===== src/rtl/core/lfu_pkg.sv =====
`default_nettype none

package lfu_pkg;

  localparam int CAPACITY = 16;
  localparam int IDX_W    = (CAPACITY > 1) ? $clog2(CAPACITY) : 1;
  localparam int LIM_W    = $clog2(CAPACITY + 1);
  localparam int DATA_W   = 32;
  localparam int CFG_W    = 5;
  localparam int QDEPTH   = 2;
  localparam int QPTR_W   = (QDEPTH > 1) ? $clog2(QDEPTH) : 1;
  localparam int QCNT_W   = $clog2(QDEPTH + 1);

  localparam logic REG_CAPACITY = 1'b0;
  localparam logic [CFG_W-1:0] CAPACITY_RESET = CFG_W'(16);

  typedef struct packed {
    logic              mode;
    logic [DATA_W-1:0] key;
    logic [DATA_W-1:0] value;
  } item_t;

  typedef struct packed {
    logic             we;
    logic [CFG_W-1:0] capacity;
  } cfg_t;

  typedef enum logic [2:0] {
    S_FETCH,
    S_LOOK,
    S_SCAN,
    S_TOUCH,
    S_OUT
  } state_t;

endpackage

`default_nettype wire


===== src/rtl/core/lfu_queue.sv =====
`default_nettype none

module lfu_queue
  import lfu_pkg::*;
(
  input  wire logic  clk,
  input  wire logic  rst,
  input  wire logic  in_valid,
  output logic       in_ready,
  input  wire item_t in_item,
  output logic       q_valid,
  input  wire logic  q_pop,
  output item_t      q_item
);

  item_t             mem [QDEPTH];
  logic [QPTR_W-1:0] wptr;
  logic [QPTR_W-1:0] rptr;
  logic [QCNT_W-1:0] count;
  logic              push;
  logic              pop;

  assign in_ready = (count != QCNT_W'(QDEPTH));
  assign q_valid  = (count != '0);
  assign push     = in_valid && in_ready;
  assign pop      = q_pop && q_valid;
  assign q_item   = mem[rptr];

  always_ff @(posedge clk) begin
    if (rst) begin
      wptr  <= '0;
      rptr  <= '0;
      count <= '0;
    end else begin
      if (push) wptr <= wptr + QPTR_W'(1);
      if (pop)  rptr <= rptr + QPTR_W'(1);
      if (push && !pop)      count <= count + QCNT_W'(1);
      else if (pop && !push) count <= count - QCNT_W'(1);
    end
  end

  always_ff @(posedge clk) begin
    if (push) mem[wptr] <= in_item;
  end

endmodule

`default_nettype wire


===== src/rtl/core/lfu_engine.sv =====
`default_nettype none

module lfu_engine
  import lfu_pkg::*;
(
  input  wire logic             clk,
  input  wire logic             rst,
  input  wire cfg_t             cfg,
  input  wire logic [CFG_W-1:0] capacity,
  input  wire logic             q_valid,
  input  wire item_t            q_item,
  output logic                  q_pop,
  output logic                  out_valid,
  input  wire logic             out_ready,
  output logic                  out_found,
  output logic [DATA_W-1:0]     out_value
);

  function automatic logic [LIM_W-1:0] eff_lim(input logic [CFG_W-1:0] c);
    if (32'(c) > 32'(CAPACITY)) return LIM_W'(CAPACITY);
    else return LIM_W'(c);
  endfunction

  state_t state, state_next;

  logic [CAPACITY-1:0] valid;
  logic [DATA_W-1:0]   ent_key   [CAPACITY];
  logic [DATA_W-1:0]   ent_val   [CAPACITY];
  logic [DATA_W-1:0]   ent_cnt   [CAPACITY];
  logic [DATA_W-1:0]   ent_stamp [CAPACITY];
  logic [DATA_W-1:0]   use_clock;

  logic              op_mode;
  logic [DATA_W-1:0] op_key;
  logic [DATA_W-1:0] op_val;
  logic              hit;
  logic              ins;
  logic [IDX_W-1:0]  slot;
  logic [DATA_W-1:0] res_val;
  logic [IDX_W-1:0]  best_idx;
  logic [DATA_W-1:0] best_cnt;
  logic [DATA_W-1:0] best_stamp;
  logic [LIM_W-1:0]  scan_idx;

  logic [LIM_W-1:0]  lim;
  logic [LIM_W-1:0]  lim_new;
  logic [CAPACITY-1:0] hit_vec;
  logic [CAPACITY-1:0] free_vec;
  logic              hit_any;
  logic              free_any;
  logic [IDX_W-1:0]  hit_idx;
  logic [IDX_W-1:0]  free_idx;
  logic [IDX_W-1:0]  rd_idx;
  logic [DATA_W-1:0] rd_cnt;
  logic [DATA_W-1:0] rd_stamp;
  logic              take;
  logic              out_load;

  assign lim     = eff_lim(capacity);
  assign lim_new = eff_lim(cfg.capacity);

  // key match lanes and free-slot lanes
  always_comb begin
    for (int i = 0; i < CAPACITY; i++) begin
      hit_vec[i]  = valid[i] && (ent_key[i] == op_key);
      free_vec[i] = !valid[i] && (32'(i) < 32'(lim));
    end
  end

  always_comb begin
    hit_idx  = '0;
    free_idx = '0;
    for (int i = CAPACITY - 1; i >= 0; i--) begin
      if (hit_vec[i])  hit_idx  = IDX_W'(i);
      if (free_vec[i]) free_idx = IDX_W'(i);
    end
  end

  assign hit_any  = |hit_vec;
  assign free_any = |free_vec;

  assign rd_cnt   = ent_cnt[rd_idx];
  assign rd_stamp = ent_stamp[rd_idx];
  assign take     = (rd_cnt < best_cnt) ||
                    ((rd_cnt == best_cnt) && (rd_stamp < best_stamp));

  always_comb begin
    state_next = state;
    unique case (state)
      S_FETCH: if (q_valid) state_next = S_LOOK;
      S_LOOK: begin
        if (hit_any)                     state_next = S_TOUCH;
        else if (op_mode && lim != '0)   state_next = free_any ? S_TOUCH : S_SCAN;
        else                             state_next = S_OUT;
      end
      S_SCAN:  if (scan_idx == lim) state_next = S_TOUCH;
      S_TOUCH: state_next = S_OUT;
      S_OUT:   if (!out_valid || out_ready) state_next = S_FETCH;
      default: state_next = S_FETCH;
    endcase
  end

  always_comb begin
    q_pop    = 1'b0;
    out_load = 1'b0;
    rd_idx   = slot;
    unique case (state)
      S_FETCH: q_pop = q_valid;
      S_LOOK:  rd_idx = '0;
      S_SCAN:  rd_idx = scan_idx[IDX_W-1:0];
      S_TOUCH: rd_idx = slot;
      S_OUT:   out_load = !out_valid || out_ready;
      default: q_pop = 1'b0;
    endcase
  end

  always_ff @(posedge clk) begin
    if (rst) begin
      state     <= S_FETCH;
      valid     <= '0;
      use_clock <= '0;
      out_valid <= 1'b0;
    end else begin
      state <= state_next;
      if (cfg.we) begin
        for (int i = 0; i < CAPACITY; i++) begin
          if (32'(i) >= 32'(lim_new)) valid[i] <= 1'b0;
        end
      end
      if (state == S_TOUCH) begin
        if (ins) valid[slot] <= 1'b1;
        use_clock <= use_clock + DATA_W'(1);
      end
      if (out_load)       out_valid <= 1'b1;
      else if (out_ready) out_valid <= 1'b0;
    end
  end

  always_ff @(posedge clk) begin
    if (q_pop) begin
      op_mode <= q_item.mode;
      op_key  <= q_item.key;
      op_val  <= q_item.value;
    end
    if (state == S_LOOK) begin
      hit        <= hit_any;
      ins        <= !hit_any && op_mode && (lim != '0);
      slot       <= hit_any ? hit_idx : free_idx;
      res_val    <= '1;
      best_idx   <= '0;
      best_cnt   <= rd_cnt;
      best_stamp <= rd_stamp;
      scan_idx   <= LIM_W'(1);
    end
    if (state == S_SCAN) begin
      if (scan_idx != lim) begin
        if (take) begin
          best_idx   <= scan_idx[IDX_W-1:0];
          best_cnt   <= rd_cnt;
          best_stamp <= rd_stamp;
        end
        scan_idx <= scan_idx + LIM_W'(1);
      end else begin
        slot <= best_idx;
      end
    end
    if (state == S_TOUCH) begin
      ent_stamp[slot] <= use_clock;
      if (ins) begin
        ent_key[slot] <= op_key;
        ent_val[slot] <= op_val;
        ent_cnt[slot] <= DATA_W'(1);
        res_val       <= op_val;
      end else begin
        if (op_mode) ent_val[slot] <= op_val;
        if (rd_cnt != '1) ent_cnt[slot] <= rd_cnt + DATA_W'(1);
        res_val <= op_mode ? op_val : ent_val[slot];
      end
    end
    if (out_load) begin
      out_found <= hit;
      out_value <= res_val;
    end
  end

endmodule

`default_nettype wire


===== src/rtl/core/lfu_cache_replacement.sv =====
// LFU key-value store, least recent use breaks count ties.
// Sequence: the engine steps each item through fetch, lookup, update and output; a miss or
//   an ignored set skips update, and an insert into a full store first scans the slots in use.
// The engine sequencer takes one item at a time and waits in output while a result is stalled;
//   a 2-item input queue keeps accepting while the engine works.
// Reset: synchronous, active high; all entries invalid, capacity 16, use clock zero.
`default_nettype none

module lfu_cache_replacement
  import lfu_pkg::*;
(
  input  wire logic        clk,
  input  wire logic        rst,
  input  wire logic        psel,
  input  wire logic        penable,
  input  wire logic        pwrite,
  input  wire logic [2:0]  paddr,
  input  wire logic [31:0] pwdata,
  output logic [31:0]      prdata,
  output logic             pready,
  input  wire logic        s_tvalid,
  output logic             s_tready,
  input  wire logic [71:0] s_tdata,  // mode[0], key[32:1], value[64:33], zero pad
  output logic             m_tvalid,
  input  wire logic        m_tready,
  output logic [39:0]      m_tdata   // found[0], read_value[32:1], zero pad
);

  logic [CFG_W-1:0]  capacity;
  cfg_t              cfg;
  item_t             in_item;
  item_t             q_item;
  logic              q_valid;
  logic              q_pop;
  logic              out_found;
  logic [DATA_W-1:0] out_value;

  assign pready = 1'b1;
  assign cfg.we = psel && penable && pwrite && (paddr[2] == REG_CAPACITY);
  assign cfg.capacity = pwdata[CFG_W-1:0];
  assign prdata = (paddr[2] == REG_CAPACITY) ? {{(32-CFG_W){1'b0}}, capacity} : '0;

  always_ff @(posedge clk) begin
    if (rst) capacity <= CAPACITY_RESET;
    else if (cfg.we) capacity <= cfg.capacity;
  end

  assign in_item.mode  = s_tdata[0];
  assign in_item.key   = s_tdata[32:1];
  assign in_item.value = s_tdata[64:33];

  lfu_queue u_queue (
    .clk      (clk),
    .rst      (rst),
    .in_valid (s_tvalid),
    .in_ready (s_tready),
    .in_item  (in_item),
    .q_valid  (q_valid),
    .q_pop    (q_pop),
    .q_item   (q_item)
  );

  lfu_engine u_engine (
    .clk       (clk),
    .rst       (rst),
    .cfg       (cfg),
    .capacity  (capacity),
    .q_valid   (q_valid),
    .q_item    (q_item),
    .q_pop     (q_pop),
    .out_valid (m_tvalid),
    .out_ready (m_tready),
    .out_found (out_found),
    .out_value (out_value)
  );

  assign m_tdata = {7'b0, out_value, out_found};

endmodule

`default_nettype wire


===== config.mk =====
export PLATFORM = sky130hd
export DESIGN_NAME = lfu_cache_replacement
export DESIGN_NICKNAME = d
export VERILOG_FILES = /design/src/rtl/core/lfu_pkg.sv /design/src/rtl/core/lfu_queue.sv /design/src/rtl/core/lfu_engine.sv /design/src/rtl/core/lfu_cache_replacement.sv
export SDC_FILE = /design/constraint.sdc
export NUM_CORES = 2
export LEC_CHECK = 0
export ABC_AREA = 1
export ABC_CLOCK_PERIOD_IN_PS = 8400
export BUFFER_PORTS_ARGS = -buffer_cell sky130_fd_sc_hd__buf_2
export CAP_MARGIN = 20
export CELL_PAD_IN_SITES_DETAIL_PLACEMENT = 1
export CELL_PAD_IN_SITES_GLOBAL_PLACEMENT = 1
export CORE_MARGIN = 2
export CORE_UTILIZATION = 47
export CTS_CLUSTER_DIAMETER = 120
export DETAILED_ROUTE_END_ITERATION = 8
export PLACE_DENSITY_LB_ADDON = 0.2
export SLEW_MARGIN = 15
export SYNTH_ARGS = -nofsm -noshare
export SYNTH_HDL_FRONTEND = slang
export SYNTH_HIERARCHICAL = 1
export SYNTH_SLANG_ARGS = --single-unit

===== constraint.sdc =====
create_clock -name clk -period 8.4 [get_ports clk]
set_input_delay 0.84 -clock clk [delete_from_list [all_inputs] [get_ports clk]]
set_output_delay 0.84 -clock clk [all_outputs]
set_load 0.01 [all_outputs]

==> results.cfg <==
[synth]
ys_seq_area_frac = 0.727
netlist_area_sq_um = 99300
syn_inst = 7572
ys.flop_type = edfxtp_1
synth_edf_count = 2310
yosys_warnings = 6
synth_cell_type_count = 64
ys_ff_latch = 2449
async_flop_share = 0
syn_avg_cell_area_sq_um = 13.1

[power_and_ir_drop]
power_leakage_nw = 36.3
pwr-share-clk = 0.320
powerDensity_nw_per_um2 = 314
swShare = 0.331
ir_worst_vdd_mv = 0.342
comb_power_share = 0.243
intPower_mw = 23.4
seq_power_share = 0.437
p_switching_mw = 11.6

[finish]
syn2layout_area_growth_pct = 12.4
final_cell_mix = edfxtp_1, nand2_1, nor2_1, o21ai_0, inv_1
drive_gt1_frac = 0.113
finalNetCount = 7909
final_common_cell = edfxtp_1
finalNonFillerCells = 10715

[clock_tree]
clk_path_buf_depth = 4
cts_tree = yes
cts_resized = 0
path_clk_slew_ns = 0.06
cts_buffers = 278
ctsRootBufferMaster = clkbuf_16
cts_hold_buffers = 0
htree_num_levels = 5
post_cts_buffers = 0
cts.sinks = 2449
clock_latency_ns = 0.95

[placement]
dp_hpwl_um = 155000
gp_congestion = 0.831
dp_cells = 10250
port_buffers = 117

[global_route]
grt-ovfl-total = 0
grt_pass1_wl_um = 433000
grt_max_degree = 156
track_usage = 0.270
antenna_found_initial = 12
first_global_vias = 67254

[setup_path]
cp_common_cell = nand2_1
path_cells = nand3_4 > a31oi_4 > buf_4 > clkinv_2 > buf_4 > o211ai_1 > nand2_1 > ha_1 > nand2_1 > inv_1 > nand3_1 > nor4_1 > inv_1 > nor4_1 > nand2_1 > nand2_1 > nand2_1 > nand2_4 > buf_4 > nand3_1 > nand2_1 > inv_1
critical_path_class = register to register
slowest_delay_ns = 0.83
critPathCaptureType = register
cp.required_ns = 9.21
crit_arrival_ns = 7.59
cpMaxStageDelayCell = clkinv_2
cp_max_fo = 71
start_kind = register

[run_status]
status = completed

[job]
maxCapViolations = 0

[sta]
worst_pin_slew_ns = 1.14
setup_tns_ns = 0
fmax_ghz = 0.147
min_period_ns = 6.78
slew_viol_final = 0
finalHoldViolations = 0
fin_worst_skew_ns = 0.0506
rsz0062_at_grt = false
max_slew_margin = 0.242
finalCritPeriodShare = 0.808
setup_viol = 0

[route]
drt_iter0_drc = 6292
wl_per_cell_um = 27.5
avgViaCountPerCell = 6.02
routed_wl_um = 295000
ant_nets = 0
drtPass1Iterations = 8
vias = 64484
drc = 0

[floorplanning]
rows = 168
io_pins = 189
core_region_area_sq_um = 210000
dieArea_sq_um = 215000
start_util = 0.473
die_w_um = 464
die_y_um = 464

[worst_hold_path]
hold_class = input port to register
[per-stage QoR]
step	util	setup WS [ns]	hold WS [ns]	total power [mW]	cell area (sq um)
6_report	0.532	1.62	0.0768	35.0	112000
5_1_grt	0.532	1.27	0.0452	36.4	112000
4_1_cts	0.531	1.54	0.0156	35.1	111000
3_5_place_dp	0.492	1.64	0.405	23.9	103000
3_3_place_gp	0.492	1.71	0.404	23.6	103000
2_1_floorplan	-	0.370	0.400	20.6	99400
[state kept, by name, summed over array words and instances, names as in the netlist, 3 cells and up, named ones only]
register             flops
capacity                 5
u_engine/best_cnt       32
u_engine/best_idx        4
u_engine/best_stamp     32
u_engine/ent_cnt       512
u_engine/ent_key       512
u_engine/ent_stamp     512
u_engine/ent_val       512
u_engine/op_key         32
u_engine/op_val         32
u_engine/out_value      32
u_engine/res_val        32
u_engine/scan_idx        5
u_engine/slot            4
u_engine/state           3
u_engine/use_clock      32
u_engine/valid          16
u_queue/mem            130
[cells by family (layout without fill, tap and decap cells)]
family,after synthesis,after routing,synth area share
flip-flops,2449,2449,0.727
AND/OR/NAND/NOR,2323,2323,0.0990
AO/OA/AOI/OAI,1675,1675,0.106
buffers and inverters,828,1131,0.0362
XOR/XNOR,163,163,0.0144
adder cells (fa/ha/maj),67,67,0.00845
multiplexers,65,65,0.00927
other,2,37,0.0000757
[synthesized netlist by cell type (17+ instances only)]
cell type,instances,share of area
ha_1,67,0.0084
nand3_1,247,0.012
a22o_1,25,0.0022
nand2_1,867,0.033
dfxtp_1,139,0.028
a21oi_1,211,0.011
o21ai_1,42,0.0021
o22ai_1,148,0.0093
clkbuf_1,285,0.011
edfxtp_1,2310,0.70
buf_6,25,0.0028
a211oi_1,23,0.0017
nand2_2,17,0.0011
mux2_4,50,0.0076
nor2_1,898,0.034
o21ai_0,628,0.032
xor2_1,60,0.0053
nor4_1,53,0.0033
nor3_1,46,0.0023
buf_4,56,0.0042
or2_2,58,0.0037
buf_2,61,0.0031
xnor2_1,103,0.0091
nand4_1,90,0.0057
o211ai_1,124,0.0094
o41ai_1,29,0.0026
o221ai_1,140,0.012
clkinv_1,17,0.00064
a22oi_1,252,0.019
inv_1,353,0.013
[path summary, 6_finish.rpt]
| check | from | end | slack (ns) | cells past startpoint |
|---|---|---|---|---|
| hold / removal | s_tdata[30] | u_queue/mem[1][61] | 0.08 | 1 |
| hold reg to reg | u_engine/res_val[6] | u_engine/out_value[6] | 0.41 | 0 |
| setup reg to reg | u_engine/state[0] | u_engine/best_stamp[1] | 1.62 | 22 |
| setup / recovery | u_engine/state[0] | u_engine/best_stamp[1] | 1.62 | 22 |
[power groups by stage]
| stage | clock network (mW) | logic (mW) | registers (mW) |
|---|---|---|---|
| 6_report | 11.2 | 8.49 | 15.3 |
| 5_1_grt | 11.8 | 9.17 | 15.4 |
| 3_3_place_gp | 0 | 8.11 | 15.5 |
| 3_5_place_dp | 0 | 8.38 | 15.5 |
| 2_1_floorplan | 0 | 5.11 | 15.5 |
| 4_1_cts | 11.4 | 8.45 | 15.3 |
[worst max-delay path, delay by kind of cell, from the launching register on]
family / cells / cell delay, ns
AO/OA/AOI/OAI: 2 / 0.50
adder cells (fa/ha/maj): 1 / 0.32
buffers and inverters: 7 / 2.84
flip-flops: 1 / 0.49
AND/OR/NAND/NOR: 12 / 2.44
[layout make-up]
class | count | area [sq um]
antenna | 2 | 5.00
clock buffer | 355 | 7340
clock inverter | 105 | 842
fill | 20819 | 98200
inverter | 383 | 1450
multi-input combinational | 4328 | 24200
sequential | 2449 | 72200
tap | 2805 | 3510
timing repair buffer | 288 | 2030
[routing by layer]
metal  up-vias  wire [um]  global-route usage
li1      28230          -                   -
met1     33257     121000               0.360
met2      2412     143000               0.453
met3       577      20700              0.0405
met4         8       9390              0.0901
met5         -         53                   0
(Power assumes the default switching activity.)
